### src/rtl/core/sdp_pkg.sv
// ----------------------------------------------------------------------------
// sdp_pkg
// Shared widths, register map codes and the gain table of the surround
// delay processor.
// ----------------------------------------------------------------------------
package sdp_pkg;

  localparam int DELAY_DEPTH_DEF = 2400;

  localparam int SAMPLE_W = 16;
  localparam int DATA_W   = 32;
  localparam int GAIN_W   = 18;
  localparam int COEF_W   = 12;
  localparam int SHIFT_W  = 6;
  localparam int REGNUM_W = 5;

  // Shared multiplier operand and product widths
  localparam int MUL_A_W = 34;
  localparam int MUL_B_W = 18;
  localparam int PROD_W  = MUL_A_W + MUL_B_W;

  // Register map
  localparam logic [REGNUM_W-1:0] REG_LTAP_BASE = 5'd0;
  localparam logic [REGNUM_W-1:0] REG_RTAP_BASE = 5'd8;
  localparam logic [REGNUM_W-1:0] REG_VOL_BASE  = 5'd16;
  localparam logic [REGNUM_W-1:0] REG_COEF_BASE = 5'd20;
  localparam logic [REGNUM_W-1:0] REG_TAP_BASE  = 5'd22;
  localparam logic [REGNUM_W-1:0] REG_NONE      = 5'd31;

  // Signed gain: 2 dB attenuation table, bit 5 selects negative
  function automatic logic signed [GAIN_W-1:0] gain_lookup(input logic [SHIFT_W-1:0] d);
    logic [GAIN_W-1:0] g;
    case (d[4:0])
      5'd0:  g = 18'd0;
      5'd1:  g = 18'd64;
      5'd2:  g = 18'd81;
      5'd3:  g = 18'd102;
      5'd4:  g = 18'd128;
      5'd5:  g = 18'd162;
      5'd6:  g = 18'd204;
      5'd7:  g = 18'd257;
      5'd8:  g = 18'd324;
      5'd9:  g = 18'd408;
      5'd10: g = 18'd514;
      5'd11: g = 18'd648;
      5'd12: g = 18'd816;
      5'd13: g = 18'd1028;
      5'd14: g = 18'd1295;
      5'd15: g = 18'd1631;
      5'd16: g = 18'd2055;
      5'd17: g = 18'd2588;
      5'd18: g = 18'd3260;
      5'd19: g = 18'd4107;
      5'd20: g = 18'd5173;
      5'd21: g = 18'd6517;
      5'd22: g = 18'd8209;
      5'd23: g = 18'd10340;
      5'd24: g = 18'd13025;
      5'd25: g = 18'd16406;
      5'd26: g = 18'd20666;
      5'd27: g = 18'd26032;
      5'd28: g = 18'd32790;
      5'd29: g = 18'd41304;
      5'd30: g = 18'd52027;
      5'd31: g = 18'd65536;
      default: g = 18'd0;
    endcase
    return d[5] ? signed'(-g) : signed'(g);
  endfunction

endpackage

### src/rtl/core/sdp_regs.sv
// ----------------------------------------------------------------------------
// sdp_regs
// Three-pin serial register port: shift register, register number latch
// and the gain, volume, coefficient and tap position registers.
// ----------------------------------------------------------------------------
module sdp_regs import sdp_pkg::*; #(
  parameter int DELAY_DEPTH = DELAY_DEPTH_DEF,
  parameter int OFF_W       = $clog2(DELAY_DEPTH + 1)
) (
  input  logic                     clk_i,
  input  logic                     rst_ni,
  input  logic                     wr_en_i,
  input  logic [2:0]               pin_bits_i,
  output logic signed [GAIN_W-1:0] ltap_o [8],
  output logic signed [GAIN_W-1:0] rtap_o [8],
  output logic signed [GAIN_W-1:0] vol_o  [4],
  output logic signed [COEF_W-1:0] coef_o [2],
  output logic [OFF_W-1:0]         off_o  [9]
);

  localparam int TAP_STEP = DELAY_DEPTH / 31;

  logic [SHIFT_W-1:0]  shift_q, shift_d, shifted;
  logic                clk_pin_q, sel_pin_q;
  logic [REGNUM_W-1:0] regnum_q, regnum_d;
  logic                load;

  logic signed [GAIN_W-1:0] ltap_q [8];
  logic signed [GAIN_W-1:0] rtap_q [8];
  logic signed [GAIN_W-1:0] vol_q  [4];
  logic signed [COEF_W-1:0] coef_q [2];
  logic [OFF_W-1:0]         off_q  [9];

  // Shift on a rising serial clock, then act on a select edge
  always_comb begin
    shifted  = (!clk_pin_q && pin_bits_i[1]) ? {shift_q[SHIFT_W-2:0], pin_bits_i[0]}
                                             : shift_q;
    shift_d  = shifted;
    regnum_d = regnum_q;
    load     = 1'b0;
    if (sel_pin_q != pin_bits_i[2]) begin
      if (!sel_pin_q) begin
        regnum_d = shifted[REGNUM_W-1:0];
      end else begin
        load = 1'b1;
      end
      shift_d = '0;
    end
  end

  always_ff @(posedge clk_i or negedge rst_ni) begin
    if (!rst_ni) begin
      shift_q   <= '0;
      clk_pin_q <= 1'b0;
      sel_pin_q <= 1'b0;
      regnum_q  <= '0;
      for (int i = 0; i < 8; i++) begin
        ltap_q[i] <= '0;
        rtap_q[i] <= '0;
      end
      for (int i = 0; i < 4; i++) vol_q[i] <= '0;
      for (int i = 0; i < 2; i++) coef_q[i] <= '0;
      for (int i = 0; i < 9; i++) off_q[i] <= '0;
    end else if (wr_en_i) begin
      shift_q   <= shift_d;
      clk_pin_q <= pin_bits_i[1];
      sel_pin_q <= pin_bits_i[2];
      regnum_q  <= regnum_d;
      // Load the addressed register; register 31 drops the write
      if (load) begin
        if (regnum_q < REG_RTAP_BASE) begin
          ltap_q[regnum_q[2:0]] <= gain_lookup(shifted);
        end else if (regnum_q < REG_VOL_BASE) begin
          rtap_q[regnum_q[2:0]] <= gain_lookup(shifted);
        end else if (regnum_q < REG_COEF_BASE) begin
          vol_q[regnum_q[1:0]] <= gain_lookup(shifted);
        end else if (regnum_q < REG_TAP_BASE) begin
          coef_q[regnum_q[0]] <= signed'({shifted, 6'd0});
        end else if (regnum_q < REG_NONE) begin
          off_q[4'(regnum_q - REG_TAP_BASE)] <= OFF_W'(OFF_W'(shifted[4:0])
                                                       * OFF_W'(TAP_STEP));
        end
      end
    end
  end

  assign ltap_o = ltap_q;
  assign rtap_o = rtap_q;
  assign vol_o  = vol_q;
  assign coef_o = coef_q;
  assign off_o  = off_q;

endmodule

### config.mk
export PLATFORM = sky130hd
export DESIGN_NAME = sdp_regs
export DESIGN_NICKNAME = d
export VERILOG_FILES = /design/src/rtl/core/sdp_pkg.sv /design/src/rtl/core/sdp_regs.sv
export SDC_FILE = /design/constraint.sdc
export NUM_CORES = 1
export LEC_CHECK = 0
export BUFFER_PORTS_ARGS = -buffer_cell sky130_fd_sc_hd__buf_2
export CELL_PAD_IN_SITES_DETAIL_PLACEMENT = 0
export CELL_PAD_IN_SITES_GLOBAL_PLACEMENT = 1
export CORE_UTILIZATION = 40
export CTS_BUF_LIST = sky130_fd_sc_hd__clkbuf_16
export DETAILED_ROUTE_END_ITERATION = 10
export PLACE_DENSITY_LB_ADDON = 0.15
export SLEW_MARGIN = 20
export SYNTH_ARGS = -nofsm -noshare
export SYNTH_HDL_FRONTEND = slang
export SYNTH_SLANG_ARGS = --single-unit
### constraint.sdc
create_clock -name clk_i -period 6.5 [get_ports clk_i]
set_clock_uncertainty 0.1 [all_clocks]
set_input_delay 0.65 -clock clk_i [delete_from_list [all_inputs] [get_ports clk_i]]
set_output_delay 0.65 -clock clk_i [all_outputs]
set_load 0.05 [all_outputs]
==> impl_metrics.env, run 1 <==
export IMPL_status="completed"
export IMPL_p_sw_mw=2.49
export IMPL_p_leak_nw=12.8
export IMPL_cts_htree_levels=2
export IMPL_hpwl_um=45000
export IMPL_drc=0
export IMPL_synth_edf_count=0
export IMPL_postRouteAntennaNets=0
export IMPL_post_synth_mux_area_share_pct=4.10
export IMPL_area_growth_pct=23.1
export IMPL_clkTransAtPathRegs_ps=60
export IMPL_synth_top_family_by_area="compound AO/OA/AOI/OAI gates"
export IMPL_fmax_mhz=184
export IMPL_wl_um=65000
export IMPL_maxCapViolCount=0
export IMPL_cp_start_kind="flip-flop"
export IMPL_vias_per_cell=5.07
export IMPL_ys_ff_latch=493
export IMPL_die_area_um2=51200
export IMPL_vias=15651
export IMPL_fin_crit_sh_pct=83.7
export IMPL_use_met2_pct=39.8
export IMPL_grt_max_degree=175
export IMPL_cts_buffers=53
export IMPL_syn_avg_cell_area_um2=10.3
export IMPL_p_int_mw=5.03
export IMPL_cts_root_buf="clkbuf_16"
export IMPL_setup_tns_ps=0
export IMPL_synth_cell_area_um2=20100
export IMPL_switching_share_pct=33.1
export IMPL_crit_type="reg2reg"
export IMPL_period_needed_ps=5440
export IMPL_place_gp_congestion=0.893
export IMPL_dr_pass1_iters=6
export IMPL_yosysWarnings=0
export IMPL_cts_tree="done"
export IMPL_globalRouteMet3Util_pct=6.80
export IMPL_globalRouteOverflowTotal=0
export IMPL_worst_pin_slew_ps=1030
export IMPL_synth_compound_area_share_pct=15.2
export IMPL_track_usage_pct=25.3
export IMPL_pwr_share_comb_pct=18.9
export IMPL_cts_setup_buffers=0
export IMPL_crit_path_max_fanout=19
export IMPL_syn_inst=1953
export IMPL_first_iter_violations=932
export IMPL_die_y_um=226
export IMPL_drv_slew=0
export IMPL_synth_cell_types=73
export IMPL_wire_per_inst_um=21.1
export IMPL_numPortBuffers=485
export IMPL_synthAdderAreaFrac_pct=2.44
export IMPL_clkPwrFrac_pct=36.0
export IMPL_synth_xor_area_share_pct=0.915
export IMPL_arrival_ps=5830
export IMPL_std_cell_rows=81
export IMPL_ys_seq_area_share_pct=61.4
export IMPL_grt_setup_unrepaired="no"
export IMPL_globalRouteMet1Util_pct=34.5
export IMPL_grt_busiest_layer="met2"
export IMPL_core_area_um2=49300
export IMPL_hold_path_class="in2async"
export IMPL_grt_pass1_vias=15081
export IMPL_rr_worst_depth=17
export IMPL_num_io_pins=498
export IMPL_grt_pass1_wl_um=97100
export IMPL_ctsResizeCount=0
export IMPL_clock_latency_ps=600
export IMPL_relSlewSlack_pct=31.5
export IMPL_die_x_um=226
export IMPL_antenna_found_initial=4
export IMPL_cts_buffer_depth=3
export IMPL_worst_hold_slack_ps=10.2
export IMPL_synthSimpleGateAreaFrac_pct=11.8
export IMPL_nets=2423
export IMPL_cts_num_sinks=493
export IMPL_holdBufCountCts=0
export IMPL_drive_gt1_share_pct=28.8
export IMPL_setup_viol=0
export IMPL_initial_utilization_pct=40.8
export IMPL_vdd_drop_max_v=0.000256
export IMPL_synthArstFlopShare_pct=100
export IMPL_power_frac_seq_pct=45.2
export IMPL_critPathRequiredTime_ps=6890
export IMPL_dominantRegCellSynth="dfrtp_1"
export IMPL_power_density_nw_per_um2=304
export IMPL_hold_viol=0
export IMPL_cp_end_kind="flip-flop"
-- cell type report --
type / count / area (um2)
antenna: 1 / 2.50
clock inverter: 43 / 195
sequential: 493 / 12300
clock buffer: 53 / 1330
fill: 4663 / 24500
tap: 664 / 831
timing repair buffer: 522 / 2750
inverter: 34 / 130
multi-input combinational: 1275 / 7170
-- per-layer routing --
layer	share of wire (%)	vias to the layer above	wire length, um
li1	-	7439	-
met4	2.3	4	1480
met2	47	459	30200
met5	0.040	-	26
met1	44	7663	28500
met3	7.4	86	4810
-- metrics by stage --
step | setup WS (ps) | utilization (%) | total power [mW] | area [um2] | std cells
2_1_floorplan | 943 | - | 4.42 | 20100 | 1964
3_3_place_gp | 968 | 47.1 | 4.85 | 23200 | 2988
3_5_place_dp | 815 | 47.1 | 4.86 | 23200 | 2988
4_1_cts | 1070 | 50.2 | 7.59 | 24700 | 3084
5_1_grt | 549 | 50.2 | 7.81 | 24700 | 3084
6_report | 1060 | 50.2 | 7.51 | 24700 | 3085
-- registers in the layout, indices dropped and copies added (netlist names) --
register,flops
shift_q,6
off_o,108
ltap_o,144
coef_o,12
vol_o,72
clk_pin_q,1
regnum_q,5
sel_pin_q,1
rtap_o,144
-- cell usage after synthesis (all sizes together), types with 4 or more instances --
library cell / count / area [um2]
dfrtp: 493 / 12300
nand2: 464 / 1740
o21ai: 426 / 2220
clkbuf: 126 / 473
mux2: 56 / 631
nor2: 54 / 203
a21oi: 49 / 245
buf: 36 / 230
ha: 36 / 450
inv: 34 / 130
mux2i: 18 / 193
nand3: 14 / 70.1
xnor2: 13 / 114
nand2b: 11 / 68.8
o22ai: 9 / 56.3
xor2: 8 / 70.1
a31oi: 6 / 37.5
nor3: 6 / 30.0
o31ai: 6 / 45.0
a2111oi: 5 / 63.8
a21o: 5 / 37.5
nand4: 5 / 37.5
nor2b: 5 / 31.3
nor4: 5 / 31.3
a21boi: 4 / 30.0
a221o: 4 / 40.0
-- logic make-up (layout without fill, tap and decap cells) --
kind of cell	Yosys count	in the layout
mux	74	74
other cells	1	13
compound gates	545	545
simple gates	585	585
fa+ha+maj	38	38
xor+xnor	21	21
buf+inv	196	652
flops	493	493
-- power by group through the flow --
stage          Clock, mW  Sequential [mW]  Combinational, mW
6_report            2.70             3.39               1.42
3_3_place_gp           0             3.43               1.41
4_1_cts             2.77             3.39               1.42
3_5_place_dp           0             3.44               1.42
2_1_floorplan          0             4.05              0.366
5_1_grt             2.89             3.42               1.50
-- worst max-delay path, cell delays in order, from the launching register on --
cell,delay [ps]
dfrtp_1,480
nand2b_1,720
mux2i_4,770
inv_4,200
ha_1,330
inv_1,40
ha_1,270
inv_1,50
fa_1,490
inv_1,40
ha_1,300
inv_1,80
o21bai_1,220
a21o_1,150
nand2_1,70
a21boi_1,480
o21ai_0,300
o21ai_0,220
-- worst paths after layout --
path	startpoint	endpoint	slack, ps
min in group clk_i	pin_bits_i[2]	sel_pin_q$_DFFE_PN0P_	200
max in group asynchronous	rst_ni	ltap_o[58]$_DFFE_PN0P_	4820
max reg2reg	clk_pin_q$_DFFE_PN0P_	off_o[71]$_DFFE_PN0P_	1060
max	clk_pin_q$_DFFE_PN0P_	off_o[71]$_DFFE_PN0P_	1060
min	rst_ni	rtap_o[29]$_DFFE_PN0P_	10
min reg2reg	ltap_o[102]$_DFFE_PN0P_	ltap_o[102]$_DFFE_PN0P_	370
-- layout by cell type (no fill, tap or decap), types with 5 or more instances in the layout --
cell type,count
dfrtp_1,493
nor2_1,54
xnor2_2,7
o21ai_0,306
a21oi_1,48
ha_1,36
o21ai_2,21
clkbuf_16,53
nand2_1,454
nand3_1,13
o21ai_1,98
xnor2_1,6
o22ai_1,9
buf_4,34
a21o_1,5
o31ai_1,6
nor2b_1,5
a31oi_1,6
conb_1,12
mux2_2,55
nand2b_1,11
nor3_1,6
mux2i_1,16
inv_1,48
clkinv_1,19
buf_2,484
nand2_2,10
(Power assumes the default switching activity.)
==> run 2, diff against run 1 <==
==> constraint.sdc (replaced) <==
create_clock -name clk_i -period 5.2 [get_ports clk_i]
set_clock_uncertainty 0.1 [all_clocks]
set_input_delay 0.52 -clock clk_i [delete_from_list [all_inputs] [get_ports clk_i]]
set_output_delay 0.52 -clock clk_i [all_outputs]
set_load 0.05 [all_outputs]
==> run 2 against run 1 <==
Compared with the run above:
- power increased by 31%
- fmax increased by 17%
- sequential cell count is the same
- critical path type unchanged
- critical endpoint is now ltap_o[48]$_DFFE_PN0P_
==> impl_metrics.env, run 2 (synthesized netlist as in run 1, its figures left out) <==
export IMPL_fill_cells=4682
export IMPL_ctsResizeCount=0
export IMPL_die_x_um=226
export IMPL_track_usage_pct=25.6
export IMPL_crit_path_max_fanout=20
export IMPL_ff2ff_setup_slack_ps=560
export IMPL_clkPwrFrac_pct=38.9
export IMPL_power_density_nw_per_um2=389
export IMPL_cts_tree="done"
export IMPL_clock_latency_ps=610
export IMPL_first_iter_violations=1030
export IMPL_switching_share_pct=31.9
export IMPL_cts_num_sinks=493
export IMPL_cp_end_kind="flip-flop"
export IMPL_area_growth_pct=26.1
export IMPL_setup_slack_ps=564
export IMPL_worst_pin_slew_ps=1030
export IMPL_clkTransAtPathRegs_ps=70
export IMPL_globalRouteOverflowTotal=0
export IMPL_core_area_um2=49300
export IMPL_final_common_cell="dfrtp_1"
export IMPL_p_sw_mw=3.15
export IMPL_fin_crit_sh_pct=89.1
export IMPL_vias_per_cell=5.04
export IMPL_die_area_um2=51200
export IMPL_utilization_pct=51.5
export IMPL_final_cell_mix="dfrtp_1 (493), buf_2 (484), nand2_1 (451), o21ai_0 (306), o21ai_1 (98)"
export IMPL_status="completed"
export IMPL_num_io_pins=498
export IMPL_min_to="sel_pin_q$_DFFE_PN0P_"
export IMPL_fmax_mhz=216
export IMPL_cts_htree_levels=2
export IMPL_maxCapViolCount=0
export IMPL_drc=0
export IMPL_grt_max_degree=104
export IMPL_regArea_um2=12300
export IMPL_place_gp_congestion=0.925
export IMPL_cts_root_buf="clkbuf_16"
export IMPL_grt_pass1_vias=15080
export IMPL_finalNonFillerCells=3121
export IMPL_vias=15725
export IMPL_cp_start_kind="flip-flop"
export IMPL_rr_worst_depth=14
export IMPL_setup_tns_ps=0
export IMPL_min_from="pin_bits_i[2]"
export IMPL_grt_pass1_wl_um=98100
export IMPL_arrival_ps=5000
export IMPL_drv_slew=0
export IMPL_die_y_um=226
export IMPL_wire_per_inst_um=20.9
export IMPL_cts_buffer_depth=3
export IMPL_hold_path_class="in2reg"
export IMPL_antenna_found_initial=4
export IMPL_period_needed_ps=4640
export IMPL_postRouteAntennaNets=0
export IMPL_grt_setup_unrepaired="no"
export IMPL_min_path_cells=2
export IMPL_wl_um=65400
export IMPL_setup_viol=0
export IMPL_place_ws_ps=536
export IMPL_vdd_drop_max_v=0.000293
export IMPL_drive_gt1_share_pct=30.3
export IMPL_cts_buffers=54
export IMPL_multiInputGateArea_um2=7180
export IMPL_p_int_mw=6.71
export IMPL_relSlewSlack_pct=31.3
export IMPL_dr_pass1_iters=7
export IMPL_critPathRequiredTime_ps=5570
export IMPL_placedCellCount=3019
export IMPL_nets=2456
export IMPL_initial_utilization_pct=40.8
export IMPL_numPortBuffers=485
export IMPL_std_cell_rows=81
export IMPL_power_frac_seq_pct=43.0
export IMPL_timing_rr_end="ltap_o[48]$_DFFE_PN0P_"
export IMPL_p_leak_nw=13.1
export IMPL_crit_type="reg2reg"
export IMPL_hold_viol=0
export IMPL_hpwl_um=45800
export IMPL_pwr_share_comb_pct=18.1
export IMPL_r2r_start="shift_q[0]$_DFFE_PN0P_"
-- run 2: changes by cell type in the layout (fill, tap and decap cells not counted), moves of 3 or more --
| cell | delta |
|---|---|
| inv_1 | -4 |
| nand2_1 | -3 |
| buf_4 | +23 |
| clkinv_1 | -7 |
| bufinv_16 | +7 |
| clkinv_2 | +3 |
| buf_12 | +8 |
| nand2_2 | +3 |
-- run 2: power groups by stage --
stage	Combinational, mW	Sequential, mW	Clock, mW
after floorplan	0.458	5.06	0
after global routing	1.90	4.27	4.06
after global placement	1.78	4.29	0
final	1.78	4.24	3.84
after detailed placement	1.79	4.30	0
after CTS	1.79	4.24	3.93
-- run 2: worst max path at each step --
stage / endpoint / slack, ps / startpoint
final: ltap_o[48]$_DFFE_PN0P_ / 560 / shift_q[0]$_DFFE_PN0P_
after global routing: ltap_o[84]$_DFFE_PN0P_ / 350 / shift_q[0]$_DFFE_PN0P_
after CTS: rtap_o[66]$_DFFE_PN0P_ / 560 / shift_q[0]$_DFFE_PN0P_
after detailed placement: ltap_o[102]$_DFFE_PN0P_ / 540 / pin_bits_i[1]
after global placement: ltap_o[33]$_DFFE_PN0P_ / 530 / pin_bits_i[1]
after floorplan: ltap_o[102]$_DFFE_PN0P_ / 40 / pin_bits_i[1]
-- run 2: area by class of cell --
type | instances | area share (%)
Sequential cell | 493 | 48.7
Multi-Input combinational cell | 1275 | 28.3
Timing Repair Buffer | 554 | 12.2
Clock buffer | 55 | 5.43
Tap cell | 664 | 3.28
Clock inverter | 43 | 1.51
Inverter | 34 | 0.513
Antenna cell | 3 | 0.0296
-- run 2: layer usage --
| metal | wire length [um] | GRT usage, % |
|---|---|---|
| met5 | 13 | 0 |
| met2 | 30100 | 39.3 |
| met3 | 4610 | 6.93 |
| met1 | 29000 | 35.4 |
| met4 | 1680 | 7.43 |
-- run 2: metrics by stage --
| step | cell area [um2] | total power [mW] | hold WS [ps] |
|---|---|---|---|
| 6_report | 25300 | 9.86 | 67.1 |
| 3_5_place_dp | 23500 | 6.09 | 360 |
| 3_3_place_gp | 23500 | 6.07 | 356 |
| 2_1_floorplan | 20100 | 5.52 | 124 |
| 4_1_cts | 25300 | 9.96 | 33.9 |
| 5_1_grt | 25300 | 10.2 | 54.3 |
-- run 2: worst max-delay path, cell delays in order, from the launching register on --
cell and delay, ps:
dfrtp_1 600, nand3b_1 240, a21boi_1 200, inv_1 260, ha_1 420, nor2b_1 210, a2111oi_0 100, a2111oi_0 580
a311oi_2 140, a2111oi_4 410, nand4_2 210, o41a_1 530, xor2_4 170, buf_12 220, o21ai_2 80
-- run 2: repair_timing --
item	CTS	global route
hold endpoints to repair	92	0
hold buffers	1	0
buffers inserted	0	0
==> run 3, diff against run 2 <==
--- a/config.mk
+++ b/config.mk
@@ -8,7 +8,7 @@
 export BUFFER_PORTS_ARGS = -buffer_cell sky130_fd_sc_hd__buf_2
 export CELL_PAD_IN_SITES_DETAIL_PLACEMENT = 0
 export CELL_PAD_IN_SITES_GLOBAL_PLACEMENT = 1
-export CORE_UTILIZATION = 40
+export CORE_UTILIZATION = 37
 export CTS_BUF_LIST = sky130_fd_sc_hd__clkbuf_16
 export DETAILED_ROUTE_END_ITERATION = 10
 export PLACE_DENSITY_LB_ADDON = 0.15
==> constraint.sdc (replaced) <==
create_clock -name clk_i -period 3.95 [get_ports clk_i]
set_clock_uncertainty 0.1 [all_clocks]
set_input_delay 0.395 -clock clk_i [delete_from_list [all_inputs] [get_ports clk_i]]
set_output_delay 0.395 -clock clk_i [all_outputs]
set_load 0.05 [all_outputs]
==> run 3 against run 2 <==
Compared with the run above:
- sequential share of layout area fell by 2.5 points
- clock power up 22%
- sequential power grew 31%
- power grew 30%
- critical path depth up 3
- core utilization decreased by 1.7 points
- first-iteration DRC count down 8.2%
- sequential cell count is the same
- final area increased by 5.5%
- non-clock buffer count is 113 higher
- die area rose by 8.0%
- global-route usage fell by 1.1 points
- critical endpoint is now rtap_o[84]$_DFFE_PN0P_
- largest cell class unchanged
- largest power group unchanged
- highest routed layer unchanged
==> impl_metrics.env, run 3 (synthesized netlist as in run 1, its figures left out) <==
export IMPL_final_common_cell="dfrtp_1"
export IMPL_hpwl_um=48100
export IMPL_num_io_pins=498
export IMPL_area_growth_pct=33.0
export IMPL_vias_per_cell=4.96
export IMPL_vdd_drop_max_v=0.000366
export IMPL_crit_type="reg2reg"
export IMPL_globalRouteOverflowTotal=0
export IMPL_drive_gt1_share_pct=34.5
export IMPL_arrival_ps=4210
export IMPL_period_needed_ps=3860
export IMPL_place_gp_congestion=0.892
export IMPL_fin_crit_sh_pct=97.6
export IMPL_cts_root_buf="clkbuf_16"
export IMPL_grt_setup_unrepaired="yes"
export IMPL_std_cell_rows=85
export IMPL_relSlewSlack_pct=31.4
export IMPL_cp_end_kind="flip-flop"
export IMPL_antenna_found_initial=2
export IMPL_status="completed"
export IMPL_cts_num_sinks=493
export IMPL_die_area_um2=55300
export IMPL_setup_tns_ps=0
export IMPL_power_density_nw_per_um2=479
export IMPL_fill_cells=5092
export IMPL_drv_slew=0
export IMPL_core_area_um2=53700
export IMPL_grt_pass1_vias=16026
export IMPL_drc=0
export IMPL_cts_tree="done"
export IMPL_crit_path_max_fanout=9
export IMPL_worst_pin_slew_ps=1030
export IMPL_die_x_um=235
export IMPL_postRouteAntennaNets=0
export IMPL_grt_max_degree=110
export IMPL_maxCapViolCount=0
export IMPL_rr_worst_depth=17
export IMPL_track_usage_pct=24.5
export IMPL_fmax_mhz=259
export IMPL_numPortBuffers=485
export IMPL_cts_buffer_depth=3
export IMPL_p_leak_nw=13.8
export IMPL_die_y_um=235
export IMPL_cts_htree_levels=2
export IMPL_nets=2568
export IMPL_setup_viol=0
export IMPL_final_cell_mix="dfrtp_1 (493), buf_2 (484), nand2_1 (462), o21ai_0 (271), buf_4 (142)"
export IMPL_multiInputGateArea_um2=7510
export IMPL_clkTransAtPathRegs_ps=60
export IMPL_grt_pass1_wl_um=104000
export IMPL_clock_latency_ps=600
export IMPL_wire_per_inst_um=20.7
export IMPL_cp_start_kind="flip-flop"
export IMPL_initial_utilization_pct=37.4
export IMPL_cts_buffers=53
export IMPL_dr_pass1_iters=5
export IMPL_critPathRequiredTime_ps=4300
export IMPL_min_path_cells=2
export IMPL_vias=16174
export IMPL_wl_um=67500
export IMPL_hold_path_class="in2reg"
export IMPL_hold_viol=0
export IMPL_first_iter_violations=946
export IMPL_total_power_mw=12.8
export IMPL_regArea_um2=12300
==> run 3: cell count changes in the layout (fill, tap and decap cells not counted), sizes merged <==
cell         before  now
buf             553  664
clkinvlp          2    0
inv              49   52
diode             3    1
clkinv           19   23
bufinv            7    3
dlygate4sd3       1    2
==> run 3: what timing repair did <==
item                                    in CTS  in global routing
setup buffers                                2                  8
cloned                                       0                  1
endpoints found under the setup margin     108                340
hold buffers                                 2                  0
resized for setup                            9                 57
pin swaps                                    5                 19
hold endpoints to repair                   100                  0
==> run 3: layout make-up <==
| class | instances | share of cell area (%) |
|---|---|---|
| clock buffer | 54 | 5.05 |
| inverter | 34 | 0.515 |
| tap | 696 | 3.26 |
| multi-input combinational | 1275 | 28.1 |
| antenna | 1 | 0.00936 |
| sequential | 493 | 46.1 |
| timing repair buffer | 667 | 15.9 |
| clock inverter | 44 | 1.05 |
==> run 3: layer usage <==
layer | global-route usage [%] | vias to the layer above | part of all wire (%)
li1 | - | 7720 | -
met2 | 39.6 | 460 | 47
met4 | 6.68 | 2 | 2.1
met1 | 33.3 | 7906 | 44
met5 | 0 | - | 0.012
met3 | 5.12 | 86 | 6.1
==> run 3: per-stage QoR <==
step / instances / util, % / setup WS [ps] / area (um2) / hold WS, ps
detailed placement: 3154 / 46.0 / -246 / 24700 / 360
floorplan: 1964 / - / -236 / 20400 / -0.591
global route: 3263 / 49.8 / -73.2 / 26700 / 107
CTS: 3256 / 49.2 / 1.67 / 26400 / 69.5
finish: 3264 / 49.8 / 93.5 / 26700 / 112
global placement: 3154 / 46.0 / -228 / 24700 / 355
==> run 3: power breakdown <==
group / internal (mW) / switching, mW / leakage (nW)
Sequential: 5.37 / 0.207 / 6.83
Clock: 2.66 / 2.03 / 0.869
Combinational: 0.621 / 1.92 / 6.08
==> run 3: path summary, 6_finish.rpt <==
kind | slack (ps) | from | end
setup reg to reg | 90 | clk_pin_q$_DFFE_PN0P_ | rtap_o[84]$_DFFE_PN0P_
hold reg to reg | 370 | vol_o[62]$_DFFE_PN0P_ | vol_o[62]$_DFFE_PN0P_
min in group asynchronous | 390 | rst_ni | rtap_o[42]$_DFFE_PN0P_
hold / removal | 110 | wr_en_i | shift_q[5]$_DFFE_PN0P_
max in group asynchronous | 2360 | rst_ni | ltap_o[128]$_DFFE_PN0P_
setup / recovery | 90 | clk_pin_q$_DFFE_PN0P_ | rtap_o[84]$_DFFE_PN0P_
==> run 3: critical path, stage by stage, from the launching register on <==
cell and delay, ps:
dfrtp_1 420, buf_6 150, nand2b_4 160, a21boi_4 170
inv_2 100, ha_4 180, buf_4 150, nand2b_1 80
o21ai_0 80, a22o_1 250, o32a_1 220, a2111oi_4 370
buf_4 200, nand4_4 80, o41a_1 400, xor2_4 360
buf_12 190, o21ai_2 60
